<file path="src/rtl/baseline_tracking_force_trigger_top_defines.svh">
// ----------------------------------------------------------------------------
// Baseline tracking force trigger - assertion macros
// Shared concurrent assertion forms, clocked on the rising edge and
// disabled while the synchronous reset is held.
// ----------------------------------------------------------------------------
`ifndef BASELINE_TRACKING_FORCE_TRIGGER_TOP_DEFINES_SVH
`define BASELINE_TRACKING_FORCE_TRIGGER_TOP_DEFINES_SVH

// Same-cycle implication.
`define BTFT_ASSERT_NOW(label, clk, rst_n, ante, cons, msg) \
  label: assert property (@(posedge clk) disable iff (!rst_n) (ante) |-> (cons)) \
    else $error(msg);

// Next-cycle implication.
`define BTFT_ASSERT_NEXT(label, clk, rst_n, ante, cons, msg) \
  label: assert property (@(posedge clk) disable iff (!rst_n) (ante) |=> (cons)) \
    else $error(msg);

`endif

</file>
<file path="src/rtl/btft_pkg.sv">
// ----------------------------------------------------------------------------
// Baseline tracking force trigger - package
// Fixed widths, register reset values and register indexes.
// ----------------------------------------------------------------------------
package btft_pkg;

  localparam int CFG_IDX_W  = 2;
  localparam int CFG_DATA_W = 24;
  localparam int THRESH_W   = 24;
  localparam int RUN_W      = 8;

  localparam logic [RUN_W-1:0]    RUN_MAX     = '1;
  localparam logic [THRESH_W-1:0] THRESH_RST  = 24'd1000;
  localparam logic [RUN_W-1:0]    CONFIRM_RST = 8'd2;

  typedef enum logic [CFG_IDX_W-1:0] {
    REG_THRESHOLD = 2'd0,
    REG_CONFIRM   = 2'd1
  } cfg_reg_t;

endpackage

</file>
<file path="src/rtl/baseline_tracking_force_trigger_top.sv">
// ----------------------------------------------------------------------------
// Baseline tracking force trigger - top level
// Load-cell press detector against a trimmed-mean running baseline.
// ----------------------------------------------------------------------------
// Usage:
//   in_*   : one converter sample per beat (in_valid / in_stall). Zero is a
//            failed read and only produces an "ignored" result.
//   out_*  : exactly one result beat per sample (out_valid / out_stall):
//            trigger, deviation, baseline after the step, baseline_updated,
//            sample_ignored.
//   cfg_*  : register writes (index 0 threshold, 1 confirm count); cfg_ready
//            is always high, unknown indexes are dropped. Write only when idle.
// Path: a sample goes from the input register into the result register, where
//   the receiver takes it. Throughput: 1 sample per cycle unless stalled.
//   The sample register feeds one pass of logic (deviation compare, window
//   update, trimmed sum times a constant reciprocal for the divide by
//   WINDOW_SIZE-2) into the result register.
// Reset (rst_n low, synchronous): pipeline empties, baseline unloaded,
//   window cleared, threshold 1000, confirm count 2.
// Stall: a stalled result holds; one more sample waits in the input
//   register, then in_stall rises until the result is taken.
// ----------------------------------------------------------------------------
`include "baseline_tracking_force_trigger_top_defines.svh"

module baseline_tracking_force_trigger_top
  import btft_pkg::*;
#(
  parameter int WINDOW_SIZE = 16,
  parameter int SAMPLE_BITS = 24
) (
  input  logic                   clk,
  input  logic                   rst_n,
  // sample channel
  input  logic                   in_valid,
  output logic                   in_stall,
  input  logic [SAMPLE_BITS-1:0] in_sample,
  // result channel
  output logic                   out_valid,
  input  logic                   out_stall,
  output logic                   out_trigger,
  output logic [SAMPLE_BITS-1:0] out_deviation,
  output logic [SAMPLE_BITS-1:0] out_baseline,
  output logic                   out_baseline_updated,
  output logic                   out_sample_ignored,
  // register write channel
  input  logic                   cfg_valid,
  output logic                   cfg_ready,
  input  logic [CFG_IDX_W-1:0]   cfg_index,
  input  logic [CFG_DATA_W-1:0]  cfg_wdata
);

  // Window sum holds WINDOW_SIZE samples.
  localparam int SUM_W    = SAMPLE_BITS + $clog2(WINDOW_SIZE);
  localparam int CNT_W    = $clog2(WINDOW_SIZE);
  localparam int DIV      = WINDOW_SIZE - 2;
  localparam int DIV_L    = $clog2(DIV);
  // q = (n * ceil(2^(SUM_W+L) / DIV)) >> (SUM_W+L) is exact for n < 2^SUM_W.
  localparam int RECIP_SH = SUM_W + DIV_L;
  localparam int REC_W    = SUM_W + 1;
  localparam int PROD_W   = SUM_W + REC_W;
  localparam logic [REC_W-1:0] RECIP =
    REC_W'(((64'd1 << RECIP_SH) + 64'(DIV - 1)) / 64'(DIV));
  localparam int CMP_W    = (SAMPLE_BITS > THRESH_W) ? SAMPLE_BITS : THRESH_W;
  localparam logic [CNT_W-1:0] CNT_LAST = CNT_W'(WINDOW_SIZE - 1);

  // config registers
  logic [THRESH_W-1:0]    thresh_r;
  logic [RUN_W-1:0]       confirm_r;

  // input register
  logic                   in_vld_r;
  logic [SAMPLE_BITS-1:0] in_sample_r;

  // tracking state
  logic [SAMPLE_BITS-1:0] base_r,        base_nxt;
  logic                   base_loaded_r, base_loaded_nxt;
  logic [CNT_W-1:0]       win_cnt_r,     win_cnt_nxt;
  logic [SUM_W-1:0]       win_sum_r,     win_sum_nxt;
  logic [SAMPLE_BITS-1:0] win_max_r,     win_max_nxt;
  logic [SAMPLE_BITS-1:0] win_min_r,     win_min_nxt;
  logic [RUN_W-1:0]       run_cnt_r,     run_cnt_nxt;

  // result register
  logic                   out_vld_r;
  logic                   trig_r,        trig_nxt;
  logic [SAMPLE_BITS-1:0] dev_r,         dev_nxt;
  logic                   upd_r,         upd_nxt;
  logic                   ign_r,         ign_nxt;

  // datapath
  logic                   adv;
  logic [SAMPLE_BITS-1:0] dev_abs;
  logic                   over;
  logic [SUM_W-1:0]       sum_add;
  logic [SAMPLE_BITS-1:0] max_add;
  logic [SAMPLE_BITS-1:0] min_add;
  logic [SUM_W-1:0]       trimmed;
  logic [PROD_W-1:0]      product;
  logic [SAMPLE_BITS-1:0] quot;
  logic [RUN_W-1:0]       run_inc;

  // Sample register moves into the result register when that is free or
  // being drained this cycle.
  assign adv       = in_vld_r && (!out_vld_r || !out_stall);
  assign in_stall  = in_vld_r && out_vld_r && out_stall;
  assign cfg_ready = 1'b1;

  always_comb begin
    dev_abs = (in_sample_r > base_r) ? (in_sample_r - base_r) : (base_r - in_sample_r);
    over    = CMP_W'(dev_abs) > CMP_W'(thresh_r);
    sum_add = win_sum_r + SUM_W'(in_sample_r);
    max_add = (in_sample_r > win_max_r) ? in_sample_r : win_max_r;
    min_add = (in_sample_r < win_min_r) ? in_sample_r : win_min_r;
    // true extremes of the completed window
    trimmed = sum_add - SUM_W'(max_add) - SUM_W'(min_add);
    product = PROD_W'(trimmed) * PROD_W'(RECIP);
    quot    = product[RECIP_SH +: SAMPLE_BITS];
    run_inc = run_cnt_r + RUN_W'(1);
  end

  always_comb begin
    base_nxt        = base_r;
    base_loaded_nxt = base_loaded_r;
    win_cnt_nxt     = win_cnt_r;
    win_sum_nxt     = win_sum_r;
    win_max_nxt     = win_max_r;
    win_min_nxt     = win_min_r;
    run_cnt_nxt     = run_cnt_r;
    trig_nxt        = 1'b0;
    dev_nxt         = '0;
    upd_nxt         = 1'b0;
    ign_nxt         = 1'b0;
    if (in_sample_r == '0) begin
      ign_nxt = 1'b1;
    end else if (!base_loaded_r) begin
      base_nxt        = in_sample_r;
      base_loaded_nxt = 1'b1;
    end else begin
      dev_nxt = dev_abs;
      if (over) begin
        if (run_cnt_r != RUN_MAX) begin
          run_cnt_nxt = run_inc;
          trig_nxt    = (run_inc == confirm_r);
        end
        // press in progress: drop the partial window
        win_cnt_nxt = '0;
        win_sum_nxt = '0;
        win_max_nxt = '0;
        win_min_nxt = '1;
      end else begin
        run_cnt_nxt = '0;
        if (win_cnt_r == CNT_LAST) begin
          base_nxt    = quot;
          upd_nxt     = 1'b1;
          win_cnt_nxt = '0;
          win_sum_nxt = '0;
          win_max_nxt = '0;
          win_min_nxt = '1;
        end else begin
          win_cnt_nxt = win_cnt_r + CNT_W'(1);
          win_sum_nxt = sum_add;
          win_max_nxt = max_add;
          win_min_nxt = min_add;
        end
      end
    end
  end

  // config writes
  always_ff @(posedge clk) begin
    if (!rst_n) begin
      thresh_r  <= THRESH_RST;
      confirm_r <= CONFIRM_RST;
    end else if (cfg_valid && cfg_ready) begin
      case (cfg_reg_t'(cfg_index))
        REG_THRESHOLD: thresh_r  <= cfg_wdata[THRESH_W-1:0];
        REG_CONFIRM:   confirm_r <= cfg_wdata[RUN_W-1:0];
        default: ;
      endcase
    end
  end

  // input register
  always_ff @(posedge clk) begin
    if (!rst_n) begin
      in_vld_r <= 1'b0;
    end else if (!in_stall) begin
      in_vld_r <= in_valid;
    end
  end

  always_ff @(posedge clk) begin
    if (!in_stall && in_valid) begin
      in_sample_r <= in_sample;
    end
  end

  // tracking state
  always_ff @(posedge clk) begin
    if (!rst_n) begin
      base_r        <= '0;
      base_loaded_r <= 1'b0;
      win_cnt_r     <= '0;
      win_sum_r     <= '0;
      win_max_r     <= '0;
      win_min_r     <= '1;
      run_cnt_r     <= '0;
    end else if (adv) begin
      base_r        <= base_nxt;
      base_loaded_r <= base_loaded_nxt;
      win_cnt_r     <= win_cnt_nxt;
      win_sum_r     <= win_sum_nxt;
      win_max_r     <= win_max_nxt;
      win_min_r     <= win_min_nxt;
      run_cnt_r     <= run_cnt_nxt;
    end
  end

  // result register
  always_ff @(posedge clk) begin
    if (!rst_n) begin
      out_vld_r <= 1'b0;
    end else if (adv) begin
      out_vld_r <= 1'b1;
    end else if (!out_stall) begin
      out_vld_r <= 1'b0;
    end
  end

  always_ff @(posedge clk) begin
    if (adv) begin
      trig_r <= trig_nxt;
      dev_r  <= dev_nxt;
      upd_r  <= upd_nxt;
      ign_r  <= ign_nxt;
    end
  end

  assign out_valid            = out_vld_r;
  assign out_trigger          = trig_r;
  assign out_deviation        = dev_r;
  assign out_baseline         = base_r;
  assign out_baseline_updated = upd_r;
  assign out_sample_ignored   = ign_r;

  // checks
  `BTFT_ASSERT_NOW(a_ign_quiet, clk, rst_n, out_valid && out_sample_ignored,
    !out_trigger && !out_baseline_updated && (out_deviation == '0),
    "ignored sample produced activity")
  `BTFT_ASSERT_NOW(a_trig_xor_upd, clk, rst_n, out_valid,
    !(out_trigger && out_baseline_updated),
    "trigger and baseline update in one beat")
  `BTFT_ASSERT_NOW(a_stall_cause, clk, rst_n, in_stall,
    out_valid && out_stall,
    "input stalled without a stalled result")
  `BTFT_ASSERT_NEXT(a_upd_clears, clk, rst_n, adv && upd_nxt,
    (win_cnt_r == '0) && (win_sum_r == '0),
    "window not cleared after baseline update")

endmodule
</file>
<file path="config.mk">
export PLATFORM = sky130hd
export DESIGN_NAME = baseline_tracking_force_trigger_top
export DESIGN_NICKNAME = d
export VERILOG_FILES = /design/src/rtl/btft_pkg.sv /design/src/rtl/baseline_tracking_force_trigger_top.sv
export VERILOG_INCLUDE_DIRS = /design/src /design/src/rtl
export SDC_FILE = /design/constraint.sdc
export NUM_CORES = 1
export LEC_CHECK = 0
export ABC_CLOCK_PERIOD_IN_PS = 10600
export BUFFER_PORTS_ARGS = -buffer_cell sky130_fd_sc_hd__clkbuf_2
export CORE_AREA = 2 2 196 275
export DETAILED_ROUTE_END_ITERATION = 10
export DIE_AREA = 0 0 198 277
export PLACE_DENSITY = 0.69
export SETUP_SLACK_MARGIN = 0.2
export SLEW_MARGIN = 20
export SYNTH_ARGS = -nofsm -noshare
export SYNTH_HDL_FRONTEND = slang
export SYNTH_SLANG_ARGS = --single-unit
</file>
<file path="constraint.sdc">
create_clock -name clk -period 10.6 [get_ports clk]
set_input_delay 2.12 -clock clk [delete_from_list [all_inputs] [get_ports clk]]
set_output_delay 2.12 -clock clk [all_outputs]
set_load 0.03 [all_outputs]
</file>
==> results.md <==
* Share of the synthesized area in the top cell type at 21.1%
* Layout cells sized above 1 at 26.9%
* Status: finished, violations left
* Largest net degree at the start of global routing at 53
* PnR worst setup slack at -0.547 ns
* CTS buffer count at 17
* Clock Tree Buf Depth at 2
* Clk pin slew, worst setup/hold paths at 0.08 ns
* Max-cap violations at 0
* Nature of the critical path endpoint: flop
* Vias at 22.3k
* Sink Count at 198
* Initial Utilization at 45.4%
* RSZ-0062 raised after global routing: yes
* Core Area at 52700 um2
* Crit start category: flop
* Tightest Pin Transition at 1.09 ns
* Sequential area share after synthesis at 18.7%
* Non-filler cells, final at 4000
* Pre-Repair DR Iteration Count at 8
* Ports at 109
* CTS root buffer: clkbuf_16
* ANT nets after route at 0
* Rows at 100
* CTS hold repair buffers at 0
* Port Buf Inserts at 107
* Number of global-route vias before repair at 23.4k
* Vias/cell at 5.57
* Post-synth top area cell: ha_1
* Yosys reg bits at 198
* DIE AREA at 54800 um2
* Initial antenna violation count at 2
* Failing checks: negative setup slack
* Mapped cell area at 23900 um2
* Setup violators final at 24
* Area delta synth->final at 29.6%
* Post-synth EDFFs at 51
* DPL Wire Length at 66.5 mm
* Syn_nets at 3342
* First DRT Iteration DRCs at 1335
* Distinct cells, synth at 86
* DIE WIDTH at 198 um
* DRC viols at 0
* GRT Total Usage at 30.1%
* Crit path time final at 11.15 ns
* First-pass GRT wire length at 127 mm
* Syn. warnings at 0
* Crit-path max FO at 4
* Worst skew pair latency at 0.47 ns
* Final wirelength at 82.7 mm
* Fin crit share at 105%
* Final Slew Violations at 0
* Final Hold Vio Count at 0
* Critical path's slowest cell: or4_4
* Ys async rst share at 0%
* Fin util at 58.9%
* Drt wl/cell at 20.7 um
* Count leader, synth: inv_1
* CTS tree: built
* Data arrival, critical path at 11.55 ns
* Setup CP Type: reg -> reg
* Worst Skew at 0.0204 ns
* # diodes at 0
* Nets@finish at 3914
* Syn Inst Count at 2701
* Inst Count DP at 3908
* Die H at 277 um
* Top cell by count, worst path: fa_1
* H-tree Lvls at 4
* Main synth FF type: dfxtp_1
* Critical Path RT at 11.00 ns
* Total gr overflow at 0
* Top post-synthesis cells by area: ha_1 (21%), fa_1 (15%), dfxtp_1 (12%)
* Relative slew slack at 27.1%
* GPL Wtd Cong at 0.993
* Worst min-delay path category: reg -> reg
* Max incr delay on CP at 0.56 ns
* Synth top cells by count: inv_1 (452), ha_1 (404), a21oi_1 (185)
* Fmax achieved at 0.0897 GHz
* Post-Syn Area per Cell at 8.86 um2
metrics by stage:
step | setup TNS [ns] | setup WS [ns] | area (um2) | hold WS (ns)
finish | -8.93 | -0.547 | 31000 | 0.464
global route | -18.11 | -0.949 | 31000 | 0.485
CTS | -10.25 | -0.612 | 30100 | 0.466
detailed placement | -23.18 | -1.25 | 28700 | 0.453
global placement | -18.67 | -1.06 | 28700 | 0.447
floorplan | 0 | 0.181 | 24000 | 0.436
cell families (layout without fill, tap and decap cells):
group	Yosys count	count (layout)	synth area share [%]
AOI/OAI and AO/OA	657	657	18.0
DFF	198	198	18.7
adders and majority gates	586	586	36.4
buffers and inverters	535	1120	8.53
muxes	94	94	3.95
other	1	1	0.0157
xor gates and xnor gates	89	89	3.32
and+or+nand+nor	541	541	11.1
area by class of cell:
class,instances,area [um2]
flip-flops and latches,198,4470
well taps,714,893
repair buffers,635,4650
clock buffers,18,429
clock inverters,14,178
multi-input cells,1968,18700
fillers,4462,21700
inverters,453,1700
registers in the layout, indices dropped and copies added (netlist names), 4 cells and up:
signal	flops
out_baseline	24
win_min_r	24
out_deviation	24
confirm_r	8
win_cnt_r	4
thresh_r	24
in_sample_r	24
win_max_r	24
win_sum_r	28
run_cnt_r	8
critical path: cells and delay by family (launching register included):
kind	cells	cell delay (ns)
buffers and inverters	12	1.35
and+or+nand+nor	9	1.52
DFF	1	0.51
adders and majority gates	10	4.27
muxes	1	0.18
xor gates and xnor gates	1	0.16
AOI/OAI and AO/OA	18	3.07
worst paths after layout:
check	start	end	slack (ns)	cells after the start
worst min register to register	thresh_r[17]	thresh_r[17]	0.46	2
worst max-delay path	in_sample_r[9]	out_baseline[20]	-0.55	51
worst min-delay path	thresh_r[17]	thresh_r[17]	0.46	2
worst max register to register	in_sample_r[9]	out_baseline[20]	-0.55	51
timing repair:
action / 4_1_cts / 5_1_grt
gates cloned: 1 / 1
resized for setup: 103 / 144
setup buffers: 38 / 20
pin swaps: 70 / 116
setup endpoints to repair: 24 / 24
cells in the final DEF, fill, tap and decap left out, drive strengths merged, types with 8 or more instances in the layout:
| master | Yosys | routed |
|---|---|---|
| inv | 452 | 459 |
| a21o | 100 | 100 |
| clkbuf | 56 | 126 |
| mux2i | 90 | 90 |
| a21boi | 9 | 9 |
| and2 | 26 | 26 |
| nor2 | 130 | 130 |
| edfxtp | 51 | 51 |
| a31oi | 11 | 11 |
| nand4 | 44 | 44 |
| and3 | 18 | 18 |
| a22oi | 48 | 48 |
| o21ai | 122 | 122 |
| xnor2 | 55 | 55 |
| o211ai | 23 | 23 |
| ha | 404 | 404 |
| nor4 | 14 | 14 |
| a311oi | 8 | 8 |
| o21bai | 26 | 26 |
| clkinv | 1 | 8 |
| xor2 | 33 | 33 |
| fa | 182 | 182 |
| nor2b | 30 | 30 |
| buf | 26 | 527 |
| dfxtp | 147 | 147 |
| nor3 | 35 | 35 |
| nand2b | 15 | 15 |
| o21a | 15 | 15 |
| a211oi | 25 | 25 |
| a21oi | 186 | 186 |
| o31ai | 17 | 17 |
| nand2 | 160 | 160 |
| or2 | 9 | 9 |
| nand3 | 36 | 36 |
| a221oi | 9 | 9 |
routing by layer:
metal,wire [um],global-route usage (%),up-vias
met5,34,0,-
li1,-,-,10473
met1,29000,31.0,10700
met2,42400,54.3,776
met3,3730,3.62,328
met4,7540,24.2,4
Power is not shown: default switching activity piles up to over one toggle a cycle in this logic, so the estimate is an artifact.
